$ cat config.mk
export PLATFORM = sky130hd
export DESIGN_NAME = rast_ctrl
export DESIGN_NICKNAME = d
export VERILOG_FILES = /design/src/rtl/rast_pkg.sv /design/src/rtl/rast_ctrl.sv
export SDC_FILE = /design/constraint.sdc
export NUM_CORES = 1
export LEC_CHECK = 0
export ABC_AREA = 1
export BUFFER_PORTS_ARGS = -buffer_cell sky130_fd_sc_hd__buf_2
export CORE_AREA = 2 2 39 41
export DETAILED_ROUTE_END_ITERATION = 10
export DIE_AREA = 0 0 41 43
export GPL_TIMING_DRIVEN = 0
export MAX_ROUTING_LAYER = met4
export PLACE_DENSITY = 0.51
export RECOVER_POWER = 50
export SKIP_CTS_REPAIR_TIMING = 1
export SKIP_LAST_GASP = 1
export SYNTH_ARGS = -nofsm -noshare
export SYNTH_HDL_FRONTEND = slang
export SYNTH_SLANG_ARGS = --single-unit
export TNS_END_PERCENT = 1
$ cat constraint.sdc
create_clock -name clk_i -period 3.3 [get_ports clk_i]
set_clock_uncertainty 0.2 [all_clocks]
set_input_delay 0.495 -clock clk_i [delete_from_list [all_inputs] [get_ports clk_i]]
set_output_delay 0.495 -clock clk_i [all_outputs]
set_load 0.005 [all_outputs]
$ cat src/rtl/rast_pkg.sv
// ----------------------------------------------------------------------------
// rast_pkg: shared types and constants for the range assign / range sum tree
// Holds the function codes, the controller state type and the command and
// status structs that pass between the controller and the datapath.
// ----------------------------------------------------------------------------
package rast_pkg;

  localparam int unsigned SumW  = 43;
  localparam int unsigned OutW  = 42;
  localparam int unsigned ValW  = 32;
  localparam int unsigned IdxW  = 10;

  typedef enum logic {
    FUNC_ASSIGN = 1'b0,
    FUNC_QUERY  = 1'b1
  } func_e;

  typedef enum logic [2:0] {
    ST_CLEAR,
    ST_IDLE,
    ST_VISIT,
    ST_READ,
    ST_EVAL,
    ST_PUSH,
    ST_MUL,
    ST_OUT
  } state_e;

  // Controller to datapath commands.
  typedef struct packed {
    logic clear_step;
    logic load;
    logic visit;
    logic read;
    logic eval;
    logic push;
    logic mul;
    logic present;
    logic out_take;
  } cmd_t;

  // Datapath to controller status.
  typedef struct packed {
    logic clear_done;
    logic is_query;
    logic stack_empty;
    logic full_cover;
    logic out_busy;
  } sts_t;

endpackage

$ cat src/rtl/rast_ctrl.sv
// ----------------------------------------------------------------------------
// rast_ctrl: sequencer for the tree walk
// Steps the datapath through clear, node visit, push and combine phases.
// ----------------------------------------------------------------------------
module rast_ctrl (
  input  logic           clk_i,
  input  logic           rst_ni,
  input  logic           in_valid_i,
  output logic           in_ready_o,
  input  logic           out_ready_i,
  input  rast_pkg::sts_t sts_i,
  output rast_pkg::cmd_t cmd_o
);

  rast_pkg::state_e state_q, state_d;

  always_ff @(posedge clk_i or negedge rst_ni) begin
    if (!rst_ni) begin
      state_q <= rast_pkg::ST_CLEAR;
    end else begin
      state_q <= state_d;
    end
  end

  always_comb begin
    state_d    = state_q;
    cmd_o      = '0;
    in_ready_o = 1'b0;
    cmd_o.out_take = out_ready_i;
    unique case (state_q)
      rast_pkg::ST_CLEAR: begin
        if (sts_i.clear_done) state_d = rast_pkg::ST_IDLE;
        else cmd_o.clear_step = 1'b1;
      end
      rast_pkg::ST_IDLE: begin
        in_ready_o = 1'b1;
        if (in_valid_i) begin
          cmd_o.load = 1'b1;
          state_d = rast_pkg::ST_VISIT;
        end
      end
      rast_pkg::ST_VISIT: begin
        // pops next frame; empty stack ends the walk
        if (sts_i.stack_empty) begin
          state_d = sts_i.is_query ? rast_pkg::ST_OUT : rast_pkg::ST_IDLE;
        end else begin
          cmd_o.visit = 1'b1;
          state_d = rast_pkg::ST_READ;
        end
      end
      rast_pkg::ST_READ: begin
        cmd_o.read = 1'b1;
        state_d = rast_pkg::ST_EVAL;
      end
      rast_pkg::ST_EVAL: begin
        cmd_o.eval = 1'b1;
        if (sts_i.full_cover) state_d = rast_pkg::ST_MUL;
        else state_d = rast_pkg::ST_PUSH;
      end
      rast_pkg::ST_MUL: begin
        cmd_o.mul = 1'b1;
        state_d = rast_pkg::ST_VISIT;
      end
      rast_pkg::ST_PUSH: begin
        cmd_o.push = 1'b1;
        state_d = rast_pkg::ST_VISIT;
      end
      rast_pkg::ST_OUT: begin
        // wait for the output register to free up
        if (!sts_i.out_busy) begin
          cmd_o.present = 1'b1;
          state_d = rast_pkg::ST_IDLE;
        end
      end
    endcase
  end

endmodule

==> impl_metrics.env, run 1 <==
export IMPL_run_status="finished, final reports clean"
export IMPL_power_switching_uw=167.2
export IMPL_synth_top_area_share_pct=25.75
export IMPL_yosys_register_bits=3
export IMPL_crit_buf_inv=2
export IMPL_ys_top_cells_by_area="sky130_fd_sc_hd__dfrtp_1 (26%), sky130_fd_sc_hd__nand2_1 (17%), sky130_fd_sc_hd__nor2_1 (10%)"
export IMPL_cp_slowest_cell="sky130_fd_sc_hd__dfrtp_1"
export IMPL_final_fill_count=157
export IMPL_synth_area_um2=291.5
export IMPL_total_clock_buffers_created_by_cts=3
export IMPL_grt_max_degree=11
export IMPL_routed_via_density=4.425
export IMPL_grt_first_pass_wirelength_mm=1.179
export IMPL_power_switching_fraction_pct=48.19
export IMPL_drive_above_1_share_pct=29.58
export IMPL_combinationalPowerShare_pct=58.8
export IMPL_globalplace_congestion=0.7777
export IMPL_yosysTopAreaCell="sky130_fd_sc_hd__dfrtp_1"
export IMPL_placement_io_buffers=17
export IMPL_timing_hold_worst_class="input port to flip-flop"
export IMPL_clock_tree_root_cell="sky130_fd_sc_hd__clkbuf_4"
export IMPL_synthesis_instances=49
export IMPL_ys_flop_type="sky130_fd_sc_hd__dfrtp_1"
export IMPL_worstPathRequired_ns=2.60
export IMPL_std_cell_rows=14
export IMPL_power_density_nw_per_um2=820.5
export IMPL_core_region_area_um2=1384
export IMPL_overall_routing_resource_usage_pct=11.33
export IMPL_routed_via_count=385
export IMPL_worst_skew_pair_late_latency_ns=0.24
export IMPL_synth_warnings=0
export IMPL_io_pins=19
export IMPL_finish_net_count=81
export IMPL_drc=0
export IMPL_detail_route_first_pass_iterations=4
export IMPL_layout_top_registers="state_q: 3 flops"
export IMPL_postSynthNetCount=58
export IMPL_wirelength_um=751
export IMPL_cts_num_sinks=3
export IMPL_layout_area_overhead_vs_synth_pct=45.06
export IMPL_cpPeakStageDelay_ns=0.33
export IMPL_endpoint_kind="output pin"
export IMPL_detail_route_antenna_nets=0
export IMPL_largest_reg_flops=3
export IMPL_fp_dieH_um=43
export IMPL_via_count_of_the_first_global_routing_pass=297
export IMPL_worst_ep_arrival_time_ns=1.32
export IMPL_finalHoldViolCount=0
export IMPL_path_cells="clkbuf_1 > nand2_1 > nor3_1 > buf_2"
export IMPL_synth_seq_area_share_pct=25.75
export IMPL_postSynthAreaPerCell_um2=5.950
export IMPL_hpwlAfterDp_um=589.2
export IMPL_critical_path_top_delay_family="buffers and inverters"
export IMPL_grt_setup_unrepaired="false"
export IMPL_synth_cells_most_frequent="sky130_fd_sc_hd__nand2_1 (13), sky130_fd_sc_hd__nor2_1 (8), sky130_fd_sc_hd__inv_1 (7)"
export IMPL_netlist_cell_type_count=14
export IMPL_max_flop_register="state_q"
export IMPL_cts_clk_slew_worst_paths_ns=0.04
export IMPL_cp_max_fo=10
export IMPL_cts_tree="built"
export IMPL_setup_tns_ns=0
export IMPL_clock_tree_buffer_depth=2
export IMPL_internal_power_uw=179.8
export IMPL_report_power_total_uw=347.0
export IMPL_timing_max_cap_violations=0
export IMPL_max_freq_mhz=496.9
export IMPL_overflow=0
export IMPL_drt_first_iter_violations=8
export IMPL_setup_viol=0
export IMPL_slew_violations=0
export IMPL_clock_power_share_pct=19.4
export IMPL_edff_count_synth=0
export IMPL_largest_vdd_supply_drop_mv=0.2793
export IMPL_antenna_diode_count=0
export IMPL_cellLeakagePower_uw=0.0002685
export IMPL_fin_crit_ns=2.012
export IMPL_start_kind="flip-flop"
export IMPL_max_slew_margin_rel_pct=74.04
export IMPL_floorplan_initialDensity_pct=21.07
export IMPL_sequentialPowerShare_pct=21.7
export IMPL_synthArstFlopShare_pct=100.0
export IMPL_timing_final_crit_share_pct=60.98
export IMPL_die_w_um=41
export IMPL_timing_setup_critical_path_class="flip-flop to output pin"
export IMPL_design_die_area_um2=1763
export IMPL_grt_antenna_before_repair=0
export IMPL_wl_per_cell_um=8.632
export IMPL_cts_htree_levels=1
export IMPL_worst_slew_pin_slew_ns=0.3894
export IMPL_synth_most_common_cell="sky130_fd_sc_hd__nand2_1"
## per-layer routing
metal / wire (µm) / part of all wire [%] / vias to the layer above / track usage (%)
met5: 0 / 0 / - / -
met4: 41 / 5.5 / 0 / 14.00
met3: 73 / 9.7 / 4 / 4.712
met2: 305 / 41 / 19 / 12.81
met1: 330 / 44 / 162 / 12.58
li1: - / - / 200 / -
## per-stage QoR
stage / utilization (%) / instance area, µm² / hold slack [ns] / cells / setup WS, ns
final: 30.56 / 422.9 / 0.3776 / 87 / 1.288
after global routing: 30.56 / 422.9 / 0.4165 / 87 / 1.127
after CTS: 30.56 / 422.9 / -0.1619 / 86 / 1.374
after detailed placement: 28.66 / 396.6 / 0.09632 / 82 / 1.639
after global placement: 28.66 / 396.6 / 0.09091 / 82 / 1.638
after floorplan: - / 291.5 / -0.0005910 / 49 / 1.792
## final cells by class
type / instances / area (µm²) / share of cell area, %
multi-input cells: 36 / 166.4 / 39.35
clock buffers: 4 / 26.28 / 6.213
repair buffers: 18 / 93.84 / 22.19
well taps: 16 / 20.02 / 4.734
inverters: 8 / 30.03 / 7.101
flip-flops and latches: 3 / 75.07 / 17.75
plain buffers: 2 / 11.26 / 2.663
## tightest hold or removal path, stage by stage
cell and delay (ns):
sky130_fd_sc_hd__buf_2 0.08, sky130_fd_sc_hd__a21oi_1 0.06, sky130_fd_sc_hd__o211ai_1 0.14
## worst paths after layout
check	start	endpoint	slack [ns]	cells past startpoint
setup / recovery	state_q[0]$_DFFE_PN0P_	cmd_o[1]	1.29	4
min in group asynchronous	rst_ni	state_q[1]$_DFFE_PN0P_	0.40	2
hold / removal	sts_i[3]	state_q[2]$_DFFE_PN0P_	0.38	3
setup reg to reg	state_q[0]$_DFFE_PN0P_	state_q[0]$_DFFE_PN0P_	1.81	6
max in group asynchronous	rst_ni	state_q[0]$_DFFE_PN0P_	2.33	2
hold reg to reg	state_q[0]$_DFFE_PN0P_	state_q[2]$_DFFE_PN0P_	0.44	3
## logic make-up (layout without fill, tap and decap cells)
group                  count (synthesis)  after routing  synth area share, %
AOI/OAI and AO/OA                      3              3                6.006
buffers and inverters                 10             32                15.45
DFF                                    3              3                25.75
and+or+nand+nor                       33             33                52.79
## power by group through the flow
stage               logic, µW  clock network, µW  registers (µW)
floorplan                 157                  0            71.8
global placement          218                  0            77.3
detailed placement        215                  0            76.3
CTS                       217               70.1            76.4
global route              239               72.7            79.4
finish                    204               67.5            75.4
## layout by cell type (no fill, tap or decap), drive strengths merged
master,synthesis,routed
buf,2,16
nand2,13,13
nor2,8,8
inv,8,8
nand3,7,7
clkbuf,0,7
dfrtp,3,3
nor3,2,2
nand4,2,2
a21oi,1,1
o211ai,1,1
nand3b,1,1
o21ai,1,1
dlygate4sd3,0,1
Note: power is estimated with default switching activity, not from simulation.
==> run 2, diff against run 1 <==
==> constraint.sdc (replaced) <==
create_clock -name clk_i -period 1.92 [get_ports clk_i]
set_clock_uncertainty 0.2 [all_clocks]
set_input_delay 0.288 -clock clk_i [delete_from_list [all_inputs] [get_ports clk_i]]
set_output_delay 0.288 -clock clk_i [all_outputs]
set_load 0.005 [all_outputs]
==> run 2 against run 1 <==
Against the previous run:
- power up 77%
- non-clock buffer count unchanged
- setup slack lost 1.1 ns
- global-route usage is the same
- sequential cell count did not move
- sequential share of layout area decreased by 0.36 points
- hold slack worse by 0.21 ns
- die area stayed put
- largest cell class unchanged
- wire length up 0.67%
==> impl_metrics.env, run 2 (same netlist as run 1, synthesis figures left out) <==
export IMPL_run_status="finished, final reports clean"
export IMPL_timing_final_crit_share_pct=91.07
export IMPL_cp_startpoint="state_q[2]$_DFFE_PN0P_"
export IMPL_largest_reg_flops=3
export IMPL_grt_setup_unrepaired="false"
export IMPL_largest_vdd_supply_drop_mv=0.4797
export IMPL_max_slew_margin_rel_pct=80.28
export IMPL_globalplace_congestion=0.7777
export IMPL_hpwlAfterDp_um=589.2
export IMPL_via_count_of_the_first_global_routing_pass=297
export IMPL_setup_tns_ns=0
export IMPL_crit_reg2reg_launch="state_q[2]$_DFFE_PN0P_"
export IMPL_fp_dieH_um=43
export IMPL_antenna_diode_count=0
export IMPL_timing_hold_worst_class="input port to flip-flop"
export IMPL_cts_num_sinks=3
export IMPL_reg2reg_depth=6
export IMPL_grt_max_degree=11
export IMPL_timing_max_cap_violations=0
export IMPL_std_cell_rows=14
export IMPL_drive_above_1_share_pct=32.39
export IMPL_fin_crit_ns=1.748
export IMPL_total_clock_buffers_created_by_cts=3
export IMPL_worstPathRequired_ns=1.43
export IMPL_finish_net_count=81
export IMPL_timing_setup_critical_path_class="flip-flop to output pin"
export IMPL_cts_clk_slew_worst_paths_ns=0.04
export IMPL_io_pins=19
export IMPL_floorplan_initialDensity_pct=21.07
export IMPL_finalCoreUtilization_pct=31.19
export IMPL_cts_htree_levels=1
export IMPL_wl_per_cell_um=8.690
export IMPL_clock_tree_buffer_depth=2
export IMPL_overall_routing_resource_usage_pct=11.33
export IMPL_reg2reg_to="state_q[0]$_DFFE_PN0P_"
export IMPL_slew_violations=0
export IMPL_clock_tree_root_cell="sky130_fd_sc_hd__clkbuf_4"
export IMPL_cpPeakStageDelay_ns=0.43
export IMPL_cts_tree="built"
export IMPL_grt_first_pass_wirelength_mm=1.179
export IMPL_rrSetupSlack_ns=0.53
export IMPL_wirelength_um=756
export IMPL_max_freq_mhz=571.9
export IMPL_mostFrequentLayoutCells="sky130_fd_sc_hd__buf_2 (16), sky130_fd_sc_hd__nand2_1 (13), sky130_fd_sc_hd__nor2_1 (8), sky130_fd_sc_hd__inv_1 (8), sky130_fd_sc_hd__nand3_1 (5)"
export IMPL_path_cells="inv_1 > nand3_2 > nor2_1 > buf_2"
export IMPL_max_flop_register="state_q"
export IMPL_start_kind="flip-flop"
export IMPL_final_fill_count=157
export IMPL_layout_top_registers="state_q: 3 flops"
export IMPL_drt_first_iter_violations=8
export IMPL_design_die_area_um2=1763
export IMPL_worst_slew_pin_slew_ns=0.2947
export IMPL_core_region_area_um2=1384
export IMPL_placement_io_buffers=17
export IMPL_die_w_um=41
export IMPL_worst_skew_pair_late_latency_ns=0.24
export IMPL_power_density_nw_per_um2=1423
export IMPL_drc=0
export IMPL_grt_antenna_before_repair=0
export IMPL_endpoint_kind="output pin"
export IMPL_cellLeakagePower_uw=0.0002738
export IMPL_detail_route_first_pass_iterations=4
export IMPL_overflow=0
export IMPL_setup_viol=0
export IMPL_routed_via_count=382
export IMPL_worst_ep_arrival_time_ns=1.26
export IMPL_detail_route_antenna_nets=0
export IMPL_cp_max_fo=9
export IMPL_routed_via_density=4.391
export IMPL_finalHoldViolCount=0
export IMPL_cp_slowest_cell="sky130_fd_sc_hd__dfrtp_1"
export IMPL_critical_path_endpoint="cmd_o[7]"
export IMPL_layout_area_overhead_vs_synth_pct=48.07
export IMPL_layout_commonest_cell="sky130_fd_sc_hd__buf_2"
-- run 2: cell count changes in the layout (fill, tap and decap cells not counted), sizes merged --
cell,change
clkbuf,-1
buf,+1
-- run 2: worst max-delay path, delay by kind of cell, from the launching register on --
kind                   cells  cell delay, ns
buffers and inverters      2            0.36
flip-flops                 1            0.43
AND/OR/NAND/NOR            2            0.22
-- run 2: cell type report --
| type | count | area, µm² | area share, % |
|---|---|---|---|
| Buffer | 2 | 15.01 | 3.478 |
| Clock buffer | 4 | 26.28 | 6.087 |
| Inverter | 8 | 30.03 | 6.957 |
| Multi-Input combinational cell | 36 | 171.4 | 39.71 |
| Sequential cell | 3 | 75.07 | 17.39 |
| Tap cell | 16 | 20.02 | 4.638 |
| Timing Repair Buffer | 18 | 93.84 | 21.74 |
-- run 2: per-layer routing --
metal / wire length, µm / up-vias / track usage, %
li1: - / 200 / -
met4: 41 / 0 / 14.00
met3: 58 / 4 / 4.712
met1: 349 / 161 / 12.58
met2: 306 / 17 / 12.81
met5: 0 / - / -
-- run 2: report_power, final --
part	switching [µW]	leakage [µW]	internal (µW)
combinational	222	0.000222	147
clock	37.6	0.0000150	78.2
sequential	33.0	0.0000369	96.2
total	293	0.000274	321
-- run 2: worst min path at each step --
stage                                   endpoint  cells past startpoint  slack [ns]      from
final                     state_q[2]$_DFFE_PN0P_                      3        0.17  sts_i[3]
after global routing      state_q[2]$_DFFE_PN0P_                      3        0.21  sts_i[3]
after CTS                 state_q[1]$_DFFE_PN0P_                      1       -0.37    rst_ni
after detailed placement  state_q[1]$_DFFE_PN0P_                      1       -0.11    rst_ni
after global placement    state_q[2]$_DFFE_PN0P_                      1       -0.12    rst_ni
after floorplan           state_q[0]$_DFFE_PN0P_                      0       -0.21    rst_ni
-- run 2: metrics by stage --
step,setup WS [ns],instances,cell area [µm²],hold WS [ns],total power [µW]
after floorplan,0.6187,49,291.5,-0.2076,392.5
after global placement,0.4652,82,396.6,-0.1161,507.4
after detailed placement,0.4656,82,396.6,-0.1107,501.4
after CTS,0.2008,86,422.9,-0.3689,625.1
after global routing,0.04321,87,431.7,0.2090,688.5
final,0.1715,87,431.7,0.1707,614.1
==> run 3, diff against run 2 <==
--- a/config.mk
+++ b/config.mk
@@ -12,7 +12,7 @@
 export DIE_AREA = 0 0 41 43
 export GPL_TIMING_DRIVEN = 0
 export MAX_ROUTING_LAYER = met4
-export PLACE_DENSITY = 0.51
+export PLACE_DENSITY = 0.54
 export RECOVER_POWER = 50
 export SKIP_CTS_REPAIR_TIMING = 1
 export SKIP_LAST_GASP = 1
==> run 3 against run 2 <==
Against the previous run:
- sequential cell count unchanged
- hold slack improved by 0.011 ns
- sequential power about the same
- largest power group unchanged
- setup slack got worse by 0.011 ns
- non-clock buffer count unchanged
==> impl_metrics.env, run 3 (same netlist as run 1, synthesis figures left out) <==
export IMPL_run_status="finished, final reports clean"
export IMPL_finish_net_count=81
export IMPL_clock_tree_root_cell="sky130_fd_sc_hd__clkbuf_4"
export IMPL_worst_ep_arrival_time_ns=1.27
export IMPL_worst_slew_pin_slew_ns=0.2960
export IMPL_drt_first_iter_violations=6
export IMPL_path_cells="inv_1 > nand3_2 > nor2_1 > buf_2"
export IMPL_grt_antenna_before_repair=0
export IMPL_overflow=0
export IMPL_cpPeakStageDelay_ns=0.43
export IMPL_grt_first_pass_wirelength_mm=1.207
export IMPL_cp_max_fo=9
export IMPL_fin_crit_ns=1.759
export IMPL_timing_final_crit_share_pct=91.62
export IMPL_layout_commonest_cell="sky130_fd_sc_hd__buf_2"
export IMPL_layout_top_registers="state_q: 3 flops"
export IMPL_routed_via_density=4.368
export IMPL_cts_htree_levels=1
export IMPL_place_ws_ns=0.4758
export IMPL_std_cell_rows=14
export IMPL_detail_route_antenna_nets=0
export IMPL_timing_max_cap_violations=0
export IMPL_drc=0
export IMPL_setup_viol=0
export IMPL_cts_clk_slew_worst_paths_ns=0.04
export IMPL_cts_tree="built"
export IMPL_crit_buf_inv=2
export IMPL_clock_tree_buffer_depth=2
export IMPL_grt_setup_unrepaired="false"
export IMPL_fin_ws_ns=0.1610
export IMPL_io_pins=19
export IMPL_grt_max_degree=11
export IMPL_mostFrequentLayoutCells="sky130_fd_sc_hd__buf_2 (16), sky130_fd_sc_hd__nand2_1 (13), sky130_fd_sc_hd__nor2_1 (8), sky130_fd_sc_hd__inv_1 (8), sky130_fd_sc_hd__nand3_1 (5)"
export IMPL_max_freq_mhz=568.5
export IMPL_fin_worst_hold_slack_ns=0.1822
export IMPL_detail_route_first_pass_iterations=4
export IMPL_max_slew_margin_rel_pct=80.19
export IMPL_worst_skew_pair_late_latency_ns=0.24
export IMPL_floorplan_initialDensity_pct=21.07
export IMPL_worstPathRequired_ns=1.43
export IMPL_critical_path_top_delay_family="flip-flops"
export IMPL_wl_per_cell_um=8.713
export IMPL_power_density_nw_per_um2=1430
export IMPL_die_w_um=41
export IMPL_max_flop_register="state_q"
export IMPL_design_die_area_um2=1763
export IMPL_start_kind="flip-flop"
export IMPL_endpoint_kind="output pin"
export IMPL_fp_dieH_um=43
export IMPL_overall_routing_resource_usage_pct=10.61
export IMPL_cellLeakagePower_uw=0.0002738
export IMPL_setup_tns_ns=0
export IMPL_timing_hold_worst_class="input port to async pin"
export IMPL_wirelength_um=758
export IMPL_placement_io_buffers=17
export IMPL_total_clock_buffers_created_by_cts=3
export IMPL_globalplace_congestion=0.7911
export IMPL_finalHoldViolCount=0
export IMPL_largest_reg_flops=3
export IMPL_slew_violations=0
export IMPL_cts_num_sinks=3
export IMPL_cp_slowest_cell="sky130_fd_sc_hd__dfrtp_1"
export IMPL_layout_area_overhead_vs_synth_pct=48.07
export IMPL_drive_above_1_share_pct=32.39
export IMPL_routed_via_count=380
export IMPL_hpwlAfterDp_um=585.5
export IMPL_via_count_of_the_first_global_routing_pass=307
export IMPL_timing_setup_critical_path_class="flip-flop to output pin"
export IMPL_largest_vdd_supply_drop_mv=0.5537
export IMPL_core_region_area_um2=1384
export IMPL_antenna_diode_count=0
[run 3: cell counts in the layout (fill, tap and decap cells not counted)]
Identical to the previous run, type by type.
[run 3: worst reg2reg max path, stage by stage, from the launching register on]
cell and delay, ns:
sky130_fd_sc_hd__dfrtp_1 0.43, sky130_fd_sc_hd__inv_1 0.25, sky130_fd_sc_hd__nand3_2 0.13, sky130_fd_sc_hd__nor2_1 0.11
sky130_fd_sc_hd__nor2_1 0.05, sky130_fd_sc_hd__nand2_1 0.05, sky130_fd_sc_hd__nand2_1 0.05
[run 3: report_power, final]
part	switching (µW)	internal, µW	leakage (µW)
clock network	38.1	78.2	0.0000150
registers	32.7	96.2	0.0000369
logic	225	147	0.000222
total	296	321	0.000274
[run 3: per-stage QoR]
| step | instance area (µm²) | std cells | power (µW) | util (%) |
|---|---|---|---|---|
| 2_1_floorplan | 291.5 | 49 | 392.5 | - |
| 3_5_place_dp | 396.6 | 82 | 503.8 | 28.66 |
| 3_3_place_gp | 396.6 | 82 | 506.1 | 28.66 |
| 5_1_grt | 431.7 | 87 | 690.2 | 31.19 |
| 6_report | 431.7 | 87 | 617.5 | 31.19 |
| 4_1_cts | 422.9 | 86 | 624.1 | 30.56 |
[run 3: cell type report]
type                       instances  area [µm²]
timing repair buffer              18       93.84
sequential                         3       75.07
multi-input combinational         36       171.4
tap                               16       20.02
buffer                             2       15.01
inverter                           8       30.03
fill                             164       952.2
clock buffer                       4       26.28
[run 3: metal layers]
layer | track usage [%] | share of wire, %
met2 | 11.88 | 41
met4 | 8.000 | 2.0
met5 | - | 0
met3 | 4.712 | 9.0
met1 | 14.19 | 48
[run 3: final timing paths]
path	slack, ns	depth (start not counted)	end	start
min in group clk_i	0.18	3	state_q[2]$_DFFE_PN0P_	sts_i[3]
worst min-delay path	0.18	2	state_q[2]$_DFFE_PN0P_	rst_ni
worst min register to register	0.45	3	state_q[2]$_DFFE_PN0P_	state_q[0]$_DFFE_PN0P_
max in group asynchronous	1.18	2	state_q[1]$_DFFE_PN0P_	rst_ni
worst max register to register	0.53	6	state_q[0]$_DFFE_PN0P_	state_q[2]$_DFFE_PN0P_
worst max-delay path	0.16	4	cmd_o[7]	state_q[2]$_DFFE_PN0P_
